===== config.mk =====
export PLATFORM = sky130hd
export DESIGN_NAME = line_prefix_drop_filter
export DESIGN_NICKNAME = d
export VERILOG_FILES = /design/src/rtl/core/lpdf_pkg.sv /design/src/rtl/core/lpdf_datapath.sv /design/src/rtl/core/lpdf_ctrl.sv /design/src/rtl/core/line_prefix_drop_filter.sv
export VERILOG_INCLUDE_DIRS = /design/src /design/src/rtl/core
export SDC_FILE = /design/constraint.sdc
export NUM_CORES = 1
export LEC_CHECK = 0
export BUFFER_PORTS_ARGS = -buffer_cell sky130_fd_sc_hd__buf_2
export CAP_MARGIN = 10
export CORE_MARGIN = 5
export CORE_UTILIZATION = 60
export DETAILED_ROUTE_END_ITERATION = 8
export PLACE_DENSITY = 0.78
export SYNTH_ARGS = -nofsm -noshare
export SYNTH_HDL_FRONTEND = slang
export SYNTH_HIERARCHICAL = 1
export SYNTH_SLANG_ARGS = --single-unit
export TNS_END_PERCENT = 10

===== constraint.sdc =====
create_clock -name clk -period 9.8 [get_ports clk]
set_input_delay 2.94 -clock clk [delete_from_list [all_inputs] [get_ports clk]]
set_output_delay 2.94 -clock clk [all_outputs]
set_load 0.02 [all_outputs]

===== src/rtl/core/assert_macros.svh =====
// Assertion helpers shared by the RTL.
`ifndef ASSERT_MACROS_SVH
`define ASSERT_MACROS_SVH

// Property must hold at every clock edge outside reset.
`define LPDF_ASSERT(label, clk, rst_n, prop) \
  label: assert property (@(posedge clk) disable iff (!rst_n) prop) \
    else $error("lpdf assertion failed");

// Expression must never be true outside reset.
`define LPDF_NEVER(label, clk, rst_n, expr) \
  label: assert property (@(posedge clk) disable iff (!rst_n) !(expr)) \
    else $error("lpdf forbidden condition seen");

`endif


===== src/rtl/core/lpdf_pkg.sv =====
package lpdf_pkg;

  // Widest line-start buffer the design supports.
  localparam int MAX_PATTERN_LIMIT = 32;
  // Result position within one transaction: held bytes plus up to two tail bytes.
  localparam int POS_W = $clog2(MAX_PATTERN_LIMIT + 3);

  localparam int PATTERN_W = 64;
  localparam int LENGTH_W  = 4;
  localparam int CFG_INDEX_W = 4;

  localparam logic [CFG_INDEX_W-1:0] REG_PATTERN_BYTES  = 4'd0;
  localparam logic [CFG_INDEX_W-1:0] REG_PATTERN_LENGTH = 4'd1;

  localparam logic [7:0] NEWLINE_BYTE = 8'h0A;

  localparam logic [1:0] MODE_COLLECT = 2'd0;
  localparam logic [1:0] MODE_PASS    = 2'd1;
  localparam logic [1:0] MODE_SKIP    = 2'd2;

  typedef logic [POS_W-1:0] pos_t;

  typedef struct packed {
    logic accept;
    logic load;
    logic last;
    pos_t pos;
  } ctl_cmd_t;

  typedef struct packed {
    pos_t       flush_n;
    logic [1:0] tail_n;
    logic       out_free;
  } dp_status_t;

endpackage


===== src/rtl/core/lpdf_datapath.sv =====
module lpdf_datapath #(
  parameter int MAX_PATTERN = 8
) (
  input  logic                                  clk,
  input  logic                                  rst_n,
  input  logic [7:0]                            in_byte,
  input  logic                                  in_end_of_input,
  input  logic                                  cfg_we,
  input  logic [lpdf_pkg::CFG_INDEX_W-1:0]      cfg_index,
  input  logic [lpdf_pkg::PATTERN_W-1:0]        cfg_data,
  input  lpdf_pkg::ctl_cmd_t                    cmd,
  output lpdf_pkg::dp_status_t                  status,
  input  logic                                  out_stall,
  output logic                                  out_valid,
  output logic [7:0]                            out_byte,
  output logic                                  out_last_of_run
);
  import lpdf_pkg::*;

  localparam int CW        = $clog2(MAX_PATTERN + 1);
  localparam int IW        = (MAX_PATTERN > 1) ? $clog2(MAX_PATTERN) : 1;
  localparam int PAT_BYTES = PATTERN_W / 8;

  logic [PATTERN_W-1:0] pattern_r;
  logic [LENGTH_W-1:0]  length_r;
  logic [7:0]           held_r [MAX_PATTERN];
  logic [CW-1:0]        count_r, count_nxt;
  logic [1:0]           mode_r, mode_nxt;
  pos_t                 flush_r, flush_nxt;
  logic [1:0]           tail_r, tail_nxt;
  logic [7:0]           tail_byte_r, tail_byte_nxt;
  logic                 out_valid_r;
  logic [7:0]           out_byte_r;
  logic                 out_last_r;

  logic [CW-1:0]          len_eff;
  logic [CW-1:0]          count_after;
  logic                   full;
  logic                   hold_we;
  logic                   match;
  logic                   is_nl;
  logic [1:0]             mode_in;
  logic [7:0]             byte_sel;
  logic [MAX_PATTERN-1:0] eq;
  logic [MAX_PATTERN-1:0] in_use;

  // Length zero counts as one; saturate at the buffer depth.
  always_comb begin
    if (length_r == '0) begin
      len_eff = CW'(1);
    end else if (int'(length_r) > MAX_PATTERN) begin
      len_eff = CW'(MAX_PATTERN);
    end else begin
      len_eff = CW'(length_r);
    end
  end

  assign full        = (int'(count_r) >= MAX_PATTERN);
  assign count_after = full ? count_r : count_r + CW'(1);

  // Compare the line start, with the incoming byte standing in its slot.
  for (genvar g = 0; g < MAX_PATTERN; g++) begin : g_cmp
    logic [7:0] pat_byte;
    logic [7:0] cur_byte;
    if (g < PAT_BYTES) begin : g_pat
      assign pat_byte = pattern_r[8*g +: 8];
    end else begin : g_zero
      assign pat_byte = 8'h00;
    end
    assign cur_byte  = (!full && (count_r == CW'(g))) ? in_byte : held_r[g];
    assign eq[g]     = (cur_byte == pat_byte);
    assign in_use[g] = (CW'(g) < len_eff);
  end

  assign match = &(eq | ~in_use);
  assign is_nl = (in_byte == NEWLINE_BYTE);

  always_comb begin
    mode_in = ((mode_r == MODE_PASS) || (mode_r == MODE_SKIP)) ? mode_r : MODE_COLLECT;
    count_nxt     = count_r;
    mode_nxt      = mode_r;
    flush_nxt     = flush_r;
    tail_nxt      = tail_r;
    tail_byte_nxt = tail_byte_r;
    hold_we       = 1'b0;
    if (cmd.accept) begin
      flush_nxt     = '0;
      tail_nxt      = 2'd0;
      tail_byte_nxt = in_end_of_input ? NEWLINE_BYTE : in_byte;
      if (in_end_of_input) begin
        if (mode_in == MODE_COLLECT) begin
          flush_nxt = POS_W'(count_r);
        end
        // passing mode closes the open line and the stream
        tail_nxt  = (mode_in == MODE_PASS) ? 2'd2 : 2'd1;
        count_nxt = '0;
        mode_nxt  = MODE_COLLECT;
      end else begin
        case (mode_in)
          MODE_PASS: begin
            tail_nxt = 2'd1;
            if (is_nl) begin
              mode_nxt = MODE_COLLECT;
            end
          end
          MODE_SKIP: begin
            if (is_nl) begin
              mode_nxt = MODE_COLLECT;
            end
          end
          default: begin
            if (is_nl) begin
              flush_nxt = POS_W'(count_r);
              tail_nxt  = 2'd1;
              count_nxt = '0;
              mode_nxt  = MODE_COLLECT;
            end else begin
              hold_we = !full;
              if (count_after >= len_eff) begin
                count_nxt = '0;
                if (match) begin
                  mode_nxt = MODE_SKIP;
                end else begin
                  flush_nxt = POS_W'(count_after);
                  mode_nxt  = MODE_PASS;
                end
              end else begin
                count_nxt = count_after;
                mode_nxt  = MODE_COLLECT;
              end
            end
          end
        endcase
      end
    end
  end

  assign byte_sel = (cmd.pos < flush_r) ? held_r[cmd.pos[IW-1:0]] : tail_byte_r;

  always_ff @(posedge clk) begin
    if (!rst_n) begin
      pattern_r   <= '0;
      length_r    <= LENGTH_W'(1);
      count_r     <= '0;
      mode_r      <= MODE_COLLECT;
      flush_r     <= '0;
      tail_r      <= 2'd0;
      out_valid_r <= 1'b0;
    end else begin
      if (cfg_we) begin
        case (cfg_index)
          REG_PATTERN_BYTES:  pattern_r <= cfg_data;
          REG_PATTERN_LENGTH: length_r  <= cfg_data[LENGTH_W-1:0];
          default: ;
        endcase
      end
      count_r <= count_nxt;
      mode_r  <= mode_nxt;
      flush_r <= flush_nxt;
      tail_r  <= tail_nxt;
      if (cmd.load) begin
        out_valid_r <= 1'b1;
      end else if (!out_stall) begin
        out_valid_r <= 1'b0;
      end
    end
  end

  always_ff @(posedge clk) begin
    tail_byte_r <= tail_byte_nxt;
    if (hold_we) begin
      held_r[count_r[IW-1:0]] <= in_byte;
    end
    if (cmd.load) begin
      out_byte_r <= byte_sel;
      out_last_r <= cmd.last;
    end
  end

  assign status.flush_n  = flush_r;
  assign status.tail_n   = tail_r;
  assign status.out_free = !out_valid_r || !out_stall;

  assign out_valid       = out_valid_r;
  assign out_byte        = out_byte_r;
  assign out_last_of_run = out_last_r;

endmodule


===== src/rtl/core/lpdf_ctrl.sv =====
module lpdf_ctrl (
  input  logic                 clk,
  input  logic                 rst_n,
  input  logic                 in_valid,
  output logic                 in_stall,
  input  lpdf_pkg::dp_status_t status,
  output lpdf_pkg::ctl_cmd_t   cmd
);
  import lpdf_pkg::*;

  localparam logic ST_IDLE = 1'b0;
  localparam logic ST_EMIT = 1'b1;

  logic state_r, state_nxt;
  pos_t pos_r, pos_nxt;
  pos_t total;

  assign total = status.flush_n + POS_W'(status.tail_n);

  always_comb begin
    cmd       = '0;
    cmd.pos   = pos_r;
    state_nxt = state_r;
    pos_nxt   = pos_r;
    case (state_r)
      ST_IDLE: begin
        if (in_valid) begin
          cmd.accept = 1'b1;
          pos_nxt    = '0;
          state_nxt  = ST_EMIT;
        end
      end
      ST_EMIT: begin
        if (total == '0) begin
          state_nxt = ST_IDLE;
        end else if (status.out_free) begin
          cmd.load = 1'b1;
          cmd.last = (pos_r == total - POS_W'(1));
          if (cmd.last) begin
            pos_nxt   = '0;
            state_nxt = ST_IDLE;
          end else begin
            pos_nxt = pos_r + POS_W'(1);
          end
        end
      end
      default: state_nxt = ST_IDLE;
    endcase
  end

  always_ff @(posedge clk) begin
    if (!rst_n) begin
      state_r <= ST_IDLE;
      pos_r   <= '0;
    end else begin
      state_r <= state_nxt;
      pos_r   <= pos_nxt;
    end
  end

  assign in_stall = (state_r != ST_IDLE);

endmodule


===== src/rtl/core/line_prefix_drop_filter.sv =====
// Line prefix drop filter: drops text lines that start with a programmed pattern.
// Acceptance moves the controller to its emit state, which loads the results;
// no new transaction is accepted until the last is loaded. Results leave one per cycle
//   unless the output stalls, via the single held-byte read port and the output register.
// Reset (rst_n low, synchronous): line state to start of line, pattern 0, length 1.
`include "assert_macros.svh"

module line_prefix_drop_filter #(
  parameter int MAX_PATTERN = 8
) (
  input  logic                               clk,
  input  logic                               rst_n,
  input  logic                               in_valid,
  output logic                               in_stall,
  input  logic [7:0]                         in_byte,
  input  logic                               in_end_of_input,
  output logic                               out_valid,
  input  logic                               out_stall,
  output logic [7:0]                         out_byte,
  output logic                               out_last_of_run,
  input  logic                               cfg_valid,
  output logic                               cfg_ready,
  input  logic [lpdf_pkg::CFG_INDEX_W-1:0]   cfg_index,
  input  logic [lpdf_pkg::PATTERN_W-1:0]     cfg_data
);
  import lpdf_pkg::*;

  ctl_cmd_t   ctl_cmd;
  dp_status_t dp_status;
  logic       cfg_we;
  logic       in_fire;

  assign cfg_ready = 1'b1;
  assign cfg_we    = cfg_valid && cfg_ready;
  assign in_fire   = in_valid && !in_stall;

  lpdf_ctrl u_ctrl (
    .clk      (clk),
    .rst_n    (rst_n),
    .in_valid (in_valid),
    .in_stall (in_stall),
    .status   (dp_status),
    .cmd      (ctl_cmd)
  );

  lpdf_datapath #(
    .MAX_PATTERN (MAX_PATTERN)
  ) u_datapath (
    .clk             (clk),
    .rst_n           (rst_n),
    .in_byte         (in_byte),
    .in_end_of_input (in_end_of_input),
    .cfg_we          (cfg_we),
    .cfg_index       (cfg_index),
    .cfg_data        (cfg_data),
    .cmd             (ctl_cmd),
    .status          (dp_status),
    .out_stall       (out_stall),
    .out_valid       (out_valid),
    .out_byte        (out_byte),
    .out_last_of_run (out_last_of_run)
  );

  // hold off the next transaction while one is being emitted
  `LPDF_ASSERT(a_accept_then_stall, clk, rst_n, ctl_cmd.accept |=> in_stall)
  // end of stream always produces at least one newline
  `LPDF_ASSERT(a_end_has_tail, clk, rst_n, (in_fire && in_end_of_input) |=> (dp_status.tail_n != 2'd0))
  `LPDF_NEVER(a_load_into_busy, clk, rst_n, ctl_cmd.load && !dp_status.out_free)

endmodule


==> metrics.md <==
| Metric | Value |
|---|---|
| Final Hold Vio Count | `0` |
| DRT antenna net count | `0` |
| Power per Cell Area | `147 nW/um2` |
| Design area | `10,400 um2` |
| Yosys cell types | `79` |
| Share of the synthesized area in the top cell type | `0.259` |
| GR Util All Layers | `0.269` |
| Cells after synthesis | `981` |
| Final Util | `0.682` |
| Ant. Diodes | `0` |
| Post-synth top area cell | `edfxtp_1` |
| Static leakage | `3.77 nW` |
| CTS tree | `yes` |
| Crit path cell chain | `buf_2 > nand2b_1 > inv_1 > nand2_1 > or4_1 > nor3_1` |
| Post-synth EDFFs | `81` |
| Flop pwr share | `0.501` |
| Seq/Total Area, Yosys | `0.447` |
| Root buffer cell | `clkbuf_16` |
| Clock Skew | `7.70 ps` |
| YS warnings | `6` |
| Area of the multi-input gates | `4650 um2` |
| Layout Nets | `1,140` |
| H-Tree Level Count | `4` |
| CTS Hold Bufs | `0` |
| Post-layout min period | `5350 ps` |
| Slew Limit Headroom | `0.233` |
| FILL cells | `1,217` |
| Final wirelength | `24,400 um` |
| Internal Power | `1.14 mW` |
| Clk pwr share | `0.408` |
| Setup CP Type | `in -> reg` |
| Max Slew Vio Count | `0` |
| HP Class | `reg -> reg` |
| Clock Path Buffers | `2` |
| Chip height | `135 um` |
| Area of the die | `18,200 um2` |
| Startpoint types | `input port` |
| Reg clk slew, reported paths | `70 ps` |
| Overall Power | `1.53 mW` |
| First-pass GRT wire length | `38,200 um` |
| Post-synthesis cell area | `9380 um2` |
| Run status | `completed` |
| Total core area | `15,300 um2` |
| Synth Flop Type | `dfxtp_1` |
| CP delay by family, top | `simple AND/OR/NAND/NOR gates` |
| Gp weighted congestion | `0.980` |
| Period utilisation layout | `0.546` |
| Switching Share | `0.252` |
| Worst setup EP type | `register` |
| Worst Setup Slack, final | `4450 ps` |
| Worst endpoint required time | `9860 ps` |
| Sw Pwr | `0.385 mW` |
| Initial Util | `0.615` |
| Final TNS setup | `0 ps` |
| Async set-or-reset flop fraction in the synthesized netlist | `0` |
| Maxcap violations | `0` |
| Critical path fanouts, max | `21` |
| Vias post-DR | `7,689` |
| Initial DRT Pass Iterations | `6` |
| Vias per cell | `6.08` |
| Area growth syn-to-layout | `11.0%` |
| Post-cts sizing count | `0` |
| Ranking of synthesized cells by area | `edfxtp_1 (26%), dfxtp_1 (19%), nand2_1 (7.2%)` |
| Slew @ Worst Pin | `1150 ps` |
| Total global routing overflow | `0` |
| Yosys reg bits | `169` |
| Critical path's largest stage delay | `900 ps` |
| Drc violations | `0` |
| Number of antenna violations at the first check in global routing | `0` |
| Clock Latency Late Sink | `430 ps` |
| Crit path DAT | `5400 ps` |
| RSZ-0062 raised after global routing | `no` |
| Vias in the first global route | `7,357` |
| Routed len/inst | `19.3 um` |
| Initial drt markers | `769` |
| Number of post-CTS setup repair buffers | `0` |
| Inserted Clock Buffers | `17` |
| Pre-CTS WS | `3980 ps` |
| Crit path buffers/inverters | `2` |
| Final setup vio count | `0` |
| Register area | `4190 um2` |
| Syn Area/Cell | `9.56 um2` |
| Rows | `45` |
| Critical-path top delay cell | `nor3_1` |
| Comb pwr share | `0.091` |
| Maximum vdd drop | `123 uV` |
| Die width | `135 um` |
| Reg2reg setup slack | `6250 ps` |
| Layout cells sized above 1 | `0.163` |
| # clock sinks | `169` |
| Ports | `94` |
| Max Clk Rate | `187 MHz` |
| Largest net degree at the start of global routing | `94` |
| Post-DP HPWL | `17,300 um` |
| Placed Area | `9870 um2` |
| I/O Buffers | `92` |
## final timing paths
| check | start | endpoint | cells past startpoint |
|---|---|---|---|
| setup / recovery | in_valid | u_datapath/held_r[1][4] | 6 |
| hold / removal | u_datapath/pattern_r[52] | u_datapath/pattern_r[52] | 2 |
| setup reg to reg | u_datapath/count_r[1] | u_datapath/flush_r[2] | 10 |
| hold reg to reg | u_datapath/pattern_r[52] | u_datapath/pattern_r[52] | 2 |
## tightest hold or removal path: cells and delay by family (launching register included)
family,cells,cell delay [ps]
compound gates,1,60
flops,1,310
simple gates,1,50
## sequential cells by signal (all words and copies together) (netlist names)
| name | cells |
|---|---|
| u_datapath/held_r | 64 |
| u_datapath/pattern_r | 64 |
| u_datapath/out_byte | 8 |
| u_datapath/tail_byte_r | 8 |
| u_ctrl/pos_r | 6 |
| u_datapath/count_r | 4 |
| u_datapath/flush_r | 4 |
| u_datapath/length_r | 4 |
| u_datapath/mode_r | 2 |
| u_datapath/tail_r | 2 |
| u_ctrl/in_stall | 1 |
| u_datapath/out_last_of_run | 1 |
| u_datapath/out_valid | 1 |
## stage by stage
stage | hold slack (ps) | cells
after floorplan | 443 | 982
after global placement | 457 | 1232
after detailed placement | 460 | 1232
after CTS | 469 | 1264
after global routing | 487 | 1264
final | 464 | 1264
## power by group through the flow
stage / registers, mW / clock network, mW / logic (mW)
floorplan: 0.780 / 0 / 0.0864
global placement: 0.780 / 0 / 0.134
global route: 0.766 / 0.661 / 0.151
CTS: 0.765 / 0.628 / 0.137
detailed placement: 0.780 / 0 / 0.136
finish: 0.765 / 0.622 / 0.139
## cell usage in the layout, fill, tap and decap left out, drive strengths merged, types with 4 or more instances in the layout
| cell type | instances |
|---|---|
| mux2i | 45 |
| and2 | 8 |
| a31oi | 8 |
| a221oi | 8 |
| nor2 | 49 |
| nand2b | 14 |
| clkinvlp | 4 |
| nand3b | 4 |
| xor2 | 17 |
| edfxtp | 81 |
| buf | 98 |
| ha | 17 |
| a41oi | 4 |
| clkinv | 4 |
| nand3 | 19 |
| a21oi | 35 |
| o21ai | 30 |
| o221ai | 9 |
| a21boi | 68 |
| nor3b | 6 |
| nor2b | 9 |
| o22ai | 36 |
| nor3 | 9 |
| o211ai | 4 |
| clkbuf | 18 |
| mux4 | 16 |
| inv | 73 |
| xnor2 | 23 |
| a21o | 5 |
| nand2 | 181 |
| dfxtp | 88 |
## synthesized netlist by cell type (14+ instances only)
cell      number
edfxtp_1      81
a21boi_0      67
clkbuf_1      38
mux4_2        16
xor2_1        17
nand3_1       18
a21oi_1       35
o21ai_0       30
xnor2_1       23
nand2_1      181
dfxtp_1       88
nand2b_1      14
o22ai_1       36
ha_1          17
inv_1         66
mux2i_1       45
nor2_1        49
## cell families after synthesis
| kind of cell | Yosys count | share of synthesized area |
|---|---|---|
| other | 2 | 0.000801 |
| flip-flops | 169 | 0.447 |
| buffers and inverters | 126 | 0.0578 |
| multiplexers | 63 | 0.0889 |
| XOR/XNOR | 41 | 0.0398 |
| AO/OA/AOI/OAI | 238 | 0.181 |
| AND/OR/NAND/NOR | 324 | 0.160 |
| adder cells (fa/ha/maj) | 18 | 0.0248 |
## cell type report
type                       instances  share of cell area
clock buffer                      18              0.0412
clock inverter                    14              0.0109
inverter                          67              0.0242
multi-input combinational        687               0.447
sequential                       169               0.403
tap                              211              0.0254
timing repair buffer              98              0.0486
## layer usage
| metal | wire length (um) | global-route usage |
|---|---|---|
| met1 | 9720 | 0.342 |
| met2 | 11600 | 0.453 |
| met3 | 2220 | 0.0663 |
| met4 | 796 | 0.0901 |
| met5 | 0 | 0 |
No activity file was read; power rests on OpenSTA's default activity.
